<file path="src/rsum_pkg.sv">
// ----------------------------------------------------------------------------
// rsum_pkg
// Widths, codes, types and helpers for the range sum tree.
// ----------------------------------------------------------------------------
package rsum_pkg;

    // Leaf count, a power of two. Leaf p sits at node LEAVES + p, root at 1.
    localparam int LEAVES = 1024;
    localparam int NODES  = 2 * LEAVES;
    localparam int LEAF_W = $clog2(LEAVES);
    localparam int NODE_W = LEAF_W + 1;   // node address
    localparam int QPTR_W = LEAF_W + 2;   // query pointer, holds NODES itself

    // Item fields
    localparam int LEFT_W  = 10;
    localparam int RIGHT_W = 11;
    localparam int VAL_W   = 16;
    localparam int RS_W    = 26;

    // Width of any subtree sum
    localparam int SUM_W = VAL_W + LEAF_W;

    localparam logic [RS_W-1:0] RS_MAX = {RS_W{1'b1}};

    // Action codes
    localparam logic ACT_SET   = 1'b0;
    localparam logic ACT_QUERY = 1'b1;

    typedef enum logic [1:0] {
        S_CLEAR,
        S_IDLE,
        S_SET,
        S_QRY
    } t_state;

    // Access request from the tree walker to the node store
    typedef struct packed {
        logic              we;
        logic [NODE_W-1:0] waddr;
        logic [SUM_W-1:0]  wdata;
        logic [NODE_W-1:0] raddr;
    } t_mem_req;

    // Clip a range sum to the result field.
    function automatic logic [RS_W-1:0] sat_sum(input logic [SUM_W-1:0] s);
        if (SUM_W > RS_W && s > SUM_W'(RS_MAX)) begin
            return RS_MAX;
        end
        return RS_W'(s);
    endfunction

endpackage

</file>
<file path="src/rsum_walk.sv">
// ----------------------------------------------------------------------------
// rsum_walk
// Tree walker: clearing pass, leaf set with ancestor update, range query.
// ----------------------------------------------------------------------------
module rsum_walk (
    input  logic                       i_clk,
    input  logic                       i_rst_n,
    input  logic                       i_valid,
    output logic                       o_ready,
    input  logic                       i_action,
    input  logic [rsum_pkg::LEFT_W-1:0]  i_left_index,
    input  logic [rsum_pkg::RIGHT_W-1:0] i_right_end,
    input  logic [rsum_pkg::VAL_W-1:0]   i_leaf_value,
    input  logic                       i_out_free,
    output logic                       o_res_valid,
    output logic [rsum_pkg::RS_W-1:0]  o_res_sum,
    output rsum_pkg::t_mem_req         o_mem,
    input  logic [rsum_pkg::SUM_W-1:0] i_rdata
);

    import rsum_pkg::*;

    t_state             r_state, n_state;
    logic [NODE_W-1:0]  r_node, n_node;
    logic [SUM_W-1:0]   r_acc, n_acc;
    logic [QPTR_W-1:0]  r_lo, n_lo;
    logic [QPTR_W-1:0]  r_hi, n_hi;
    logic               r_pend, n_pend;

    logic [NODE_W-1:0]  leaf_node;
    logic [NODE_W-1:0]  parent;
    logic [SUM_W-1:0]   up_sum;
    logic [SUM_W-1:0]   q_sum;
    logic [QPTR_W-1:0]  lo_inc;
    logic [QPTR_W-1:0]  hi_dec;

    assign leaf_node = NODE_W'(LEAVES) + NODE_W'(i_left_index);
    assign parent    = r_node >> 1;
    assign up_sum    = r_acc + i_rdata;
    assign q_sum     = r_acc + (r_pend ? i_rdata : SUM_W'(0));
    assign lo_inc    = r_lo + QPTR_W'(1);
    assign hi_dec    = r_hi - QPTR_W'(1);

    always_ff @(posedge i_clk) begin
        if (!i_rst_n) begin
            r_state <= S_CLEAR;
            r_node  <= '0;
            r_pend  <= 1'b0;
        end else begin
            r_state <= n_state;
            r_node  <= n_node;
            r_pend  <= n_pend;
        end
    end

    always_ff @(posedge i_clk) begin
        r_acc <= n_acc;
        r_lo  <= n_lo;
        r_hi  <= n_hi;
    end

    always_comb begin
        n_state     = r_state;
        n_node      = r_node;
        n_acc       = r_acc;
        n_lo        = r_lo;
        n_hi        = r_hi;
        n_pend      = r_pend;
        o_ready     = 1'b0;
        o_res_valid = 1'b0;
        o_res_sum   = sat_sum(q_sum);
        o_mem.we    = 1'b0;
        o_mem.waddr = r_node;
        o_mem.wdata = '0;
        o_mem.raddr = r_node;

        unique case (r_state)
            S_CLEAR: begin
                // r_node doubles as the sweep address
                o_mem.we    = 1'b1;
                o_mem.waddr = r_node;
                n_node      = r_node + NODE_W'(1);
                if (r_node == NODE_W'(NODES - 1)) begin
                    n_state = S_IDLE;
                end
            end
            S_IDLE: begin
                o_ready = 1'b1;
                if (i_valid) begin
                    if (i_action == ACT_SET) begin
                        if (32'(i_left_index) < LEAVES) begin
                            // write leaf, fetch its sibling for the first sum
                            o_mem.we    = 1'b1;
                            o_mem.waddr = leaf_node;
                            o_mem.wdata = SUM_W'(i_leaf_value);
                            o_mem.raddr = leaf_node ^ NODE_W'(1);
                            n_node      = leaf_node;
                            n_acc       = SUM_W'(i_leaf_value);
                            n_state     = S_SET;
                        end
                    end else begin
                        n_acc  = '0;
                        n_pend = 1'b0;
                        if (32'(i_left_index) >= LEAVES) begin
                            n_lo = QPTR_W'(NODES);
                        end else begin
                            n_lo = QPTR_W'(LEAVES) + QPTR_W'(i_left_index);
                        end
                        if (32'(i_right_end) > LEAVES) begin
                            n_hi = QPTR_W'(NODES);
                        end else begin
                            n_hi = QPTR_W'(LEAVES) + QPTR_W'(i_right_end);
                        end
                        n_state = S_QRY;
                    end
                end
            end
            S_SET: begin
                // one level per cycle: parent = node + sibling
                o_mem.we    = 1'b1;
                o_mem.waddr = parent;
                o_mem.wdata = up_sum;
                o_mem.raddr = parent ^ NODE_W'(1);
                n_node      = parent;
                n_acc       = up_sum;
                if (parent == NODE_W'(1)) begin
                    n_state = S_IDLE;
                end
            end
            S_QRY: begin
                n_acc = q_sum;
                if (r_lo < r_hi) begin
                    if (r_lo[0]) begin
                        o_mem.raddr = r_lo[NODE_W-1:0];
                        n_pend      = 1'b1;
                        if (r_hi[0]) begin
                            n_lo = lo_inc;
                        end else begin
                            n_lo = lo_inc >> 1;
                            n_hi = r_hi >> 1;
                        end
                    end else if (r_hi[0]) begin
                        o_mem.raddr = hi_dec[NODE_W-1:0];
                        n_pend      = 1'b1;
                        n_lo        = r_lo >> 1;
                        n_hi        = hi_dec >> 1;
                    end else begin
                        n_pend = 1'b0;
                        n_lo   = r_lo >> 1;
                        n_hi   = r_hi >> 1;
                    end
                end else begin
                    // fold the last read, then hand off once the output is free
                    n_pend = 1'b0;
                    if (i_out_free) begin
                        o_res_valid = 1'b1;
                        n_state     = S_IDLE;
                    end
                end
            end
            default: begin
                n_state = S_IDLE;
            end
        endcase
    end

endmodule

</file>
<file path="config.mk">
export PLATFORM = sky130hd
export DESIGN_NAME = rsum_walk
export DESIGN_NICKNAME = d
export VERILOG_FILES = /design/src/rsum_pkg.sv /design/src/rsum_walk.sv
export SDC_FILE = /design/constraint.sdc
export NUM_CORES = 1
export LEC_CHECK = 0
export ABC_AREA = 1
export BUFFER_PORTS_ARGS = -buffer_cell sky130_fd_sc_hd__buf_2
export CAP_MARGIN = 20
export CORE_MARGIN = 4
export CORE_UTILIZATION = 50
export DETAILED_ROUTE_END_ITERATION = 10
export PLACE_DENSITY_LB_ADDON = 0.05
export SKIP_CTS_REPAIR_TIMING = 1
export SLEW_MARGIN = 20
export SYNTH_ARGS = -nofsm -noshare
export SYNTH_HDL_FRONTEND = slang
export SYNTH_SLANG_ARGS = --single-unit
</file>
<file path="constraint.sdc">
create_clock -name i_clk -period 8.2 [get_ports i_clk]
set_clock_uncertainty 0.2 [all_clocks]
set_input_delay 1.64 -clock i_clk [delete_from_list [all_inputs] [get_ports i_clk]]
set_output_delay 1.64 -clock i_clk [all_outputs]
set_load 0.01 [all_outputs]
</file>
==> metrics.txt, run 1 <==
Mapped Area=8880 µm²; clock tree from TritonCTS=built; Initial Util=51.2%; die height=141 µm; Layout Nets=1,782; share of cells above drive strength 1=13.4%; gr ovfl total=0; Seq. cell area=1780 µm²; CTS clk-pin slew, worst paths=60 ps; critical path launch point type=input port; fill cell count=1,836; vias in the first global route=9,807; max-slew violations=0; Mapped Cells=1,520; setup_tns=0 ps; antenna violations before repair=0; Max clock buf depth=2; Final Non-Filler Cells=1,874; RSZ-0062 raised after global routing=false; CTS Sinks=64; crit share post-route=67.7%; final WL=32.1 mm; Fin. Hold Viols=0; Worst EP arrival=3710 ps; Mapped Nets=1,658; sequential area share after synthesis=20.1%; EDFF count, synth=50; Yosys reg bits=64; drt pass-1 iters=5; Skew-Pair Late Insertion Delay=350 ps; Netlist cell types=51; Final Setup Violations=0; Cell Area, Placed=9770 µm²; TritonCTS buffer count=9; Worst Path Required=6360 ps; main flop type after synthesis=edfxtp_1; Final Total Pwr=3.66 mW; die area=20,000 µm²; Slew Limit Headroom=27.0%; core area=17,400 µm²; die width=141 µm; H-tree depth=3; drt drc=0; DP Wirelength=25.3 mm; Worst-Margin Slew=1090 ps; Multi-input gate area=5970 µm²; remaining antenna violation count=0; crit path kind=input port to output port; Period minus WS final=5550 ps; RePlAce Congestion=0.942; Post-synth ARST share=0%; Yosys warning total=0; Max Cap Viol=0; drt via density=5.47; post-route cell area=10,100 µm²; Avg Synthesized Cell Area=5.84 µm²; Placed Instances=1,858; Max VDD drop=0.000151 V; Ports=145; WL/cell=17.1 µm; n_diodes=0; worst-path maximum fanout=4; CTS Root Cell=clkbuf_16; Worst setup EP type=output port; status=complete, no violations; via count=10,200; area grow syn2layout=13.9%; 1st-iter DRT viols=838; first-pass GRT wire length=50.4 mm; Hold Path Class=register to register; P_leak=5.62 nW; FMAX=0.180 GHz; PortBufs=144; Pwr Density=362 nW/µm²; largest net degree at the start of global routing=42; num rows=48; GRT Util Overall=31.9%
## through the flow
stage	worst slack (ps)	hold slack [ps]	util, %
floorplan	3210	336	-
global placement	2720	409	56.3
detailed placement	2700	409	56.3
CTS	2690	429	58.3
global route	2550	465	58.3
finish	2650	424	58.3
## synthesized netlist by cell type, types with 6 or more instances
master    number  area (µm²)
buf_2         17        85.1
o21ai_0       79         395
and2_1        17         106
nand2_1      523        1960
nand3b_1       8        60.1
edfxtp_1      50        1500
nand3_1      135         676
dfxtp_1       14         280
nand4_1       18         113
nand2_2       11        68.8
xor2_1        15         131
inv_1        244         916
o22ai_1        6        37.5
ha_1          68         851
o221ai_1       6        52.6
a21oi_1       99         495
inv_2          9        33.8
clkbuf_1      14        52.6
nor2_1       105         394
nor3_1        12        60.1
## cell families (layout without fill, tap and decap cells)
logic type,after synthesis,after routing,synth area share (%)
AOI/OAI and AO/OA,216,216,13.3
xor gates and xnor gates,22,22,2.51
adders and majority gates,70,70,10.0
buffers and inverters,293,422,12.8
DFF,64,64,20.1
and+or+nand+nor,855,855,41.3
## flip-flops by register name (all words and copies together) (netlist names)
name     cells
r_node      11
r_hi        12
r_state      2
r_lo        12
r_acc       26
r_pend       1
## critical path: stages
cell	delay [ps]
buf_2	110
nand2_1	60
inv_1	60
ha_1	240
fa_1	440
nand3_1	120
nand3_2	140
nand2_1	100
nand2_1	110
nand2_1	90
nand2_2	70
nand2_1	130
nand3_1	100
and2_1	180
buf_2	130
## cells in the final DEF, fill, tap and decap left out, types with 3 or more instances in the layout
| cell | count |
|---|---|
| buf_2 | 144 |
| o21ai_0 | 79 |
| nand2_1 | 523 |
| a211oi_1 | 3 |
| nand3_1 | 135 |
| nand2_4 | 3 |
| nand4_1 | 18 |
| xor2_2 | 4 |
| o22ai_1 | 6 |
| inv_1 | 244 |
| nand2_2 | 11 |
| edfxtp_1 | 50 |
| nand3_2 | 4 |
| nor2_1 | 103 |
| ha_1 | 67 |
| nand3b_1 | 8 |
| clkbuf_16 | 9 |
| nor2_2 | 7 |
| o221ai_1 | 6 |
| dfxtp_1 | 14 |
| inv_6 | 4 |
| nor3_1 | 12 |
| a21oi_1 | 99 |
| o21ai_1 | 4 |
| or2_2 | 4 |
| and2_1 | 17 |
| nor2_4 | 3 |
| buf_4 | 6 |
| a221oi_1 | 5 |
| nor3_2 | 3 |
| inv_2 | 9 |
| xnor2_1 | 3 |
| bufinv_16 | 3 |
| xor2_1 | 15 |
## worst paths after layout
| kind | start | end | slack, ps | cells after the start |
|---|---|---|---|---|
| hold reg to reg | r_hi[1] | r_hi[0] | 420 | 2 |
| setup reg to reg | r_pend | r_acc[22] | 4980 | 15 |
| setup / recovery | i_rdata[0] | o_res_sum[22] | 2650 | 15 |
| hold / removal | r_hi[1] | r_hi[0] | 420 | 2 |
## where the power goes
part           leakage [nW]  switching [mW]  internal [mW]  total [mW]
registers             0.588           0.177          0.523       0.700
clock network         0.171           0.177          0.301       0.478
logic                  4.86            1.66          0.823        2.48
total                  5.62            2.02           1.65        3.66
## per-layer routing
metal	wire length (µm)	vias to the layer above	global-route usage, %
li1	-	5141	-
met1	13300	4602	39.8
met2	15300	421	55.7
met3	2270	79	5.16
met4	1130	0	11.5
met5	0	-	0
## final cells by class
class                           instances  area share (%)
Timing Repair Buffer                  150            7.57
Clock buffer                            9            2.23
Clock inverter                          7            1.24
Sequential cell                        64            17.6
Multi-Input combinational cell       1163            59.0
Tap cell                              225            2.78
Inverter                              256            9.57
Note: power is estimated with default switching activity, not from simulation.
==> inputs of run 2 (changes only) <==
clock period = 5.68 ns   (was 8.2 ns; I/O delays follow)
==> run 2 against run 1 <==
Effect of this change: flip-flop and latch count unchanged; clock power rose by 45%; routed wire length decreased by 0.49%; sequential power up 44%; power increased by 44%; combinational power increased by 44%; critical path type is now register to output port; largest cell class unchanged.
==> metrics.txt, run 2 (synthesis gave the netlist of run 1 again) <==
Final Setup Violations=0 (unchanged); Top delay family on crit path=simple AND/OR/NAND/NOR gates (unchanged); GRT Util Overall=31.8% (was 31.9%); post-route cell area=10,100 µm² (unchanged); TritonCTS buffer count=9 (unchanged); Critical Path Start=r_pend (was i_rdata[0]); Skew-Pair Late Insertion Delay=350 ps (about the same); Max clock buf depth=2 (unchanged); H-tree depth=3 (unchanged); max-slew violations=0 (unchanged); worst path cell trace=nand2_1 > inv_1 > ha_1 > fa_1 > nand3_1 > nand3_2 > nand2_1 > nand2_1 > nand2_1 > nand2_2 > nand2_1 > nand2_1 > nand2_1 > and2_1 > buf_2 (was buf_2 > nand2_1 > inv_1 > ha_1 > fa_1 > nand3_1 > nand3_2 > nand2_1 > nand2_1 > nand2_1 > nand2_2 > nand2_1 > nand3_1 > and2_1 > buf_2); Sequential Power Share=19.1% (about the same); Initial Util=51.2% (unchanged); remaining antenna violation count=0 (unchanged); gr ovfl total=0 (unchanged); slowest CP cell=dfxtp_1 (was fa_1); Fin. Hold Viols=0 (unchanged); via count=10,300 (was 10,200); DP Wirelength=25.2 mm (was 25.3 mm); clock tree from TritonCTS=built (unchanged); crit path kind=register to output port (was input port to output port); largest net degree at the start of global routing=42 (unchanged); Ports=145 (unchanged); Pwr Density=522 nW/µm² (was 362 nW/µm²); r2r startpoint=r_pend (unchanged); most common cell after layout, fill and taps aside=nand2_1 (unchanged); Int Power=2.38 mW (was 1.65 mW); area grow syn2layout=13.9% (unchanged); FMAX=0.222 GHz; Psw=2.91 mW (was 2.02 mW); P_leak=5.62 nW (unchanged); CP dominant cell by count=nand2_1 (unchanged); clock network power share=13.1% (was 13.0%); Worst Path Required=4340 ps (was 6360 ps); Placed Instances=1,858 (unchanged); Sw Ratio=55.0% (about the same); RePlAce Congestion=0.985 (was 0.942); Worst EP arrival=3170 ps (was 3710 ps); Slew Limit Headroom=30.4% (was 27.0%); CTS Root Cell=clkbuf_16 (unchanged); Max VDD drop=0.000225 V (was 0.000151 V); Period minus WS final=4510 ps; Hold Path Class=register to register (unchanged); Critical Path Max Stage Delay=1000 ps (was 440 ps); RSZ-0062 raised after global routing=false (unchanged); Largest register FFs=26 (unchanged); Worst R2R Path Depth=15 (unchanged); core area=17,400 µm² (unchanged); WL/cell=17.0 µm (was 17.1 µm); Stages on worst setup path=15 (unchanged); Layout Nets=1,782 (unchanged); Max Cap Viol=0 (unchanged); Hold WS=425 ps (was 424 ps); 1st-iter DRT viols=953 (was 838); antenna violations before repair=0 (unchanged); Final Non-Filler Cells=1,874 (unchanged); worst-path maximum fanout=28 (was 4); die area=20,000 µm² (unchanged); critical path launch point type=register (was input port); CTS Sinks=64 (unchanged); first-pass GRT wire length=50.3 mm (was 50.4 mm); Reg with most FFs=r_acc (unchanged); Cell Area, Placed=9770 µm² (unchanged); Final Total Pwr=5.28 mW (was 3.66 mW); largest registers=r_acc x26, r_hi x12, r_lo x12 (unchanged); drt pass-1 iters=7 (was 5); hold_sp=r_hi[1] (unchanged); combinational share of power=67.8% (about the same); drt via density=5.50 (was 5.47); crit share post-route=79.4%; PortBufs=144 (unchanged); setup_tns=0 ps (unchanged); status=complete, no violations (unchanged); Worst setup EP type=output port (unchanged); CTS clk-pin slew, worst paths=60 ps (about the same); n_diodes=0 (unchanged); die width=141 µm (unchanged); commonest cells after routing, fill and taps aside=nand2_1, inv_1, buf_2 (unchanged); share of cells above drive strength 1=13.4% (unchanged); Worst Hold Depth=2 (unchanged); final WL=31.9 mm (was 32.1 mm); vias in the first global route=9,732 (was 9,807); die height=141 µm (unchanged); num rows=48 (unchanged); Worst-Margin Slew=1040 ps (was 1090 ps); Buf/Inv on CP=2 (was 3); drt drc=0 (unchanged)
## run 2: layout make-up
class / count / area (µm²)
sequential: 64 / 1780
timing repair buffer: 150 / 766
tap: 225 / 282
inverter: 256 / 968
clock inverter: 7 / 125
multi-input combinational: 1163 / 5970
clock buffer: 9 / 225
fill: 1839 / 7240
## run 2: final timing paths
| kind | endpoint | slack [ps] |
|---|---|---|
| worst max-delay path | o_res_sum[22] | 1170 |
| worst min-delay path | r_hi[0] | 420 |
| worst max register to register | r_acc[24] | 2540 |
| worst min register to register | r_hi[0] | 420 |
## run 2: worst register-to-register path, delay by kind of cell, from the launching register on
family,cells,cell delay (ps)
buf+inv,1,90
fa+ha+maj,2,490
simple gates,12,1110
flops,1,1000
## run 2: metrics by stage
step / util, % / setup WS (ps)
2_1_floorplan: - / 1700
4_1_cts: 58.3 / 1190
3_3_place_gp: 56.3 / 1210
6_report: 58.3 / 1170
3_5_place_dp: 56.3 / 1200
5_1_grt: 58.3 / 880
## run 2: power groups by stage
stage	clock [mW]	combinational [mW]	sequential (mW)
after floorplan	0	2.53	0.869
final	0.692	3.58	1.01
after detailed placement	0	3.52	1.00
after CTS	0.696	3.54	0.998
after global routing	0.720	4.01	1.03
after global placement	0	3.49	1.01
## run 2: layer usage
layer	wire length, µm	share of wire (%)	global-route usage (%)	vias up
li1	-	-	-	5120
met1	13100	41	40.2	4617
met2	15000	47	53.8	480
met3	2460	7.7	4.52	86
met4	1340	4.2	14.0	0
met5	0	0	0	-
==> inputs of run 3 (changes only) <==
clock period = 4.55 ns   (was 5.68 ns; I/O delays follow)
==> run 3 against run 2 <==
Effect of this change: sequential share of layout area about the same; first-iteration DRC count decreased by 11%; final area increased by 0.14%; routed wire length increased by 0.27%; worst hold slack got worse by 9.2 ps; power increased by 25%; global-route usage decreased by 0.10 points; non-clock buffer count increased by 2; largest power group unchanged; highest routed layer unchanged.
==> metrics.txt, run 3 (synthesis gave the netlist of run 1 again) <==
Worst setup EP type=output port (unchanged); clock tree from TritonCTS=built (unchanged); DP Wirelength=25.3 mm (was 25.2 mm); critical path launch point type=input port (was register); Max VDD drop=0.000286 V (was 0.000225 V); commonest cells after routing, fill and taps aside=nand2_1, inv_1, buf_2 (unchanged); Largest register FFs=26 (unchanged); die height=141 µm (unchanged); CTS Root Cell=clkbuf_16 (unchanged); crit path kind=input port to output port (was register to output port); setup ws final=457 ps (was 1170 ps); most common cell after layout, fill and taps aside=nand2_1 (unchanged); GRT Util Overall=31.7% (was 31.8%); Slew Limit Headroom=49.1% (was 30.4%); 1st-iter DRT viols=848 (was 953); share of cells above drive strength 1=13.5% (was 13.4%); crit share post-route=90.0%; core area=17,400 µm² (unchanged); R2R setup slack=1540 ps (was 2540 ps); WL/cell=17.1 µm (was 17.0 µm); clock network power share=13.1% (about the same); antenna violations before repair=0 (unchanged); n_diodes=0 (unchanged); combinational share of power=67.8% (about the same); Core Util, Final=58.4% (was 58.3%); vias in the first global route=9,852 (was 9,732); max-slew violations=0 (unchanged); fill cell count=1,821 (was 1,839); drt via density=5.53 (was 5.50); Final Non-Filler Cells=1,876 (was 1,874); TritonCTS buffer count=9 (unchanged); Final Total Pwr=6.62 mW (was 5.28 mW); first-pass GRT wire length=50.1 mm (was 50.3 mm); Layout Nets=1,784 (was 1,782); Max clock buf depth=2 (unchanged); Period minus WS final=4090 ps; Initial Util=51.2% (unchanged); Worst Path Required=3440 ps (was 4340 ps); drt pass-1 iters=7 (unchanged); final WL=32.0 mm (was 31.9 mm); Int Power=2.97 mW (was 2.38 mW); die area=20,000 µm² (unchanged); num rows=48 (unchanged); die width=141 µm (unchanged); Hold Path Class=register to register (unchanged); gr ovfl total=0 (unchanged); setup_tns=0 ps (unchanged); CTS clk-pin slew, worst paths=60 ps (about the same); Reg with most FFs=r_acc (unchanged); status=complete, no violations (unchanged); P_leak=5.63 nW (was 5.62 nW); drt drc=0 (unchanged); RSZ-0062 raised after global routing=false (unchanged); via count=10,400 (was 10,300); H-tree depth=3 (unchanged); largest registers=r_acc x26, r_hi x12, r_lo x12 (unchanged); Psw=3.65 mW (was 2.91 mW); RePlAce Congestion=0.940 (was 0.985); Setup WS pre-CTS=482 ps (was 1200 ps); Worst-Margin Slew=761 ps (was 1040 ps); remaining antenna violation count=0 (unchanged); PortBufs=144 (unchanged); Pwr Density=653 nW/µm² (was 522 nW/µm²); Worst EP arrival=2980 ps (was 3170 ps); worst-path maximum fanout=4 (was 28); Max Cap Viol=0 (unchanged); Fin. Hold Viols=0 (unchanged); largest net degree at the start of global routing=55 (was 42); area grow syn2layout=14.1% (was 13.9%); Final Setup Violations=0 (unchanged); Placed Instances=1,860 (was 1,858); FMAX=0.244 GHz; Ports=145 (unchanged); Skew-Pair Late Insertion Delay=360 ps (was 350 ps); Sequential Power Share=19.1% (about the same); CTS Sinks=64 (unchanged); Sw Ratio=55.1% (was 55.0%)
run 3: cell count changes in the layout (fill, tap and decap cells not counted):
cell / delta
buf_4: +2
nor2_2: -1
nor2_1: +1
dfxtp_2: +1
dfxtp_1: -1
run 3: final timing paths:
path,startpoint,to,depth (start not counted)
setup / recovery,i_rdata[0],o_res_sum[22],16
setup reg to reg,r_state[1],r_hi[0],10
hold / removal,r_hi[1],r_hi[0],2
hold reg to reg,r_hi[1],r_hi[0],2
run 3: per-stage QoR:
stage | hold WS [ps] | area (µm²)
after floorplan | 336 | 8880
after global routing | 476 | 10100
after detailed placement | 384 | 9780
after CTS | 404 | 10100
final | 416 | 10100
after global placement | 406 | 9780
run 3: power groups by stage:
stage | Sequential, mW | Combinational [mW] | Clock (mW)
after floorplan | 1.09 | 3.16 | 0
after global placement | 1.26 | 4.37 | 0
after detailed placement | 1.26 | 4.40 | 0
after CTS | 1.25 | 4.42 | 0.870
after global routing | 1.28 | 5.00 | 0.895
final | 1.27 | 4.49 | 0.867
run 3: critical path: stages:
cell and delay (ps):
buf_2 110, nand2_1 60, inv_1 60, ha_1 250, fa_1 440, nand3_1 120, nand3_2 130, nand2_1 100
nand2_1 110, nand2_1 110, nand2_2 80, nand2_1 110, nand2_1 70, nand2_1 70, and2_1 130, buf_2 130
run 3: per-layer routing:
metal  track usage, %  share of wire, %
met5                0                 0
met4             12.2               3.7
met3             4.45               7.8
met2             55.1                47
met1             39.6                41
run 3: cell type report:
| type | instances | area [µm²] | share of cell area [%] |
|---|---|---|---|
| well taps | 225 | 282 | 2.78 |
| clock buffers | 9 | 225 | 2.22 |
| clock inverters | 7 | 125 | 1.23 |
| multi-input cells | 1163 | 5970 | 58.9 |
| flip-flops and latches | 64 | 1780 | 17.6 |
| inverters | 256 | 968 | 9.56 |
| repair buffers | 152 | 781 | 7.70 |
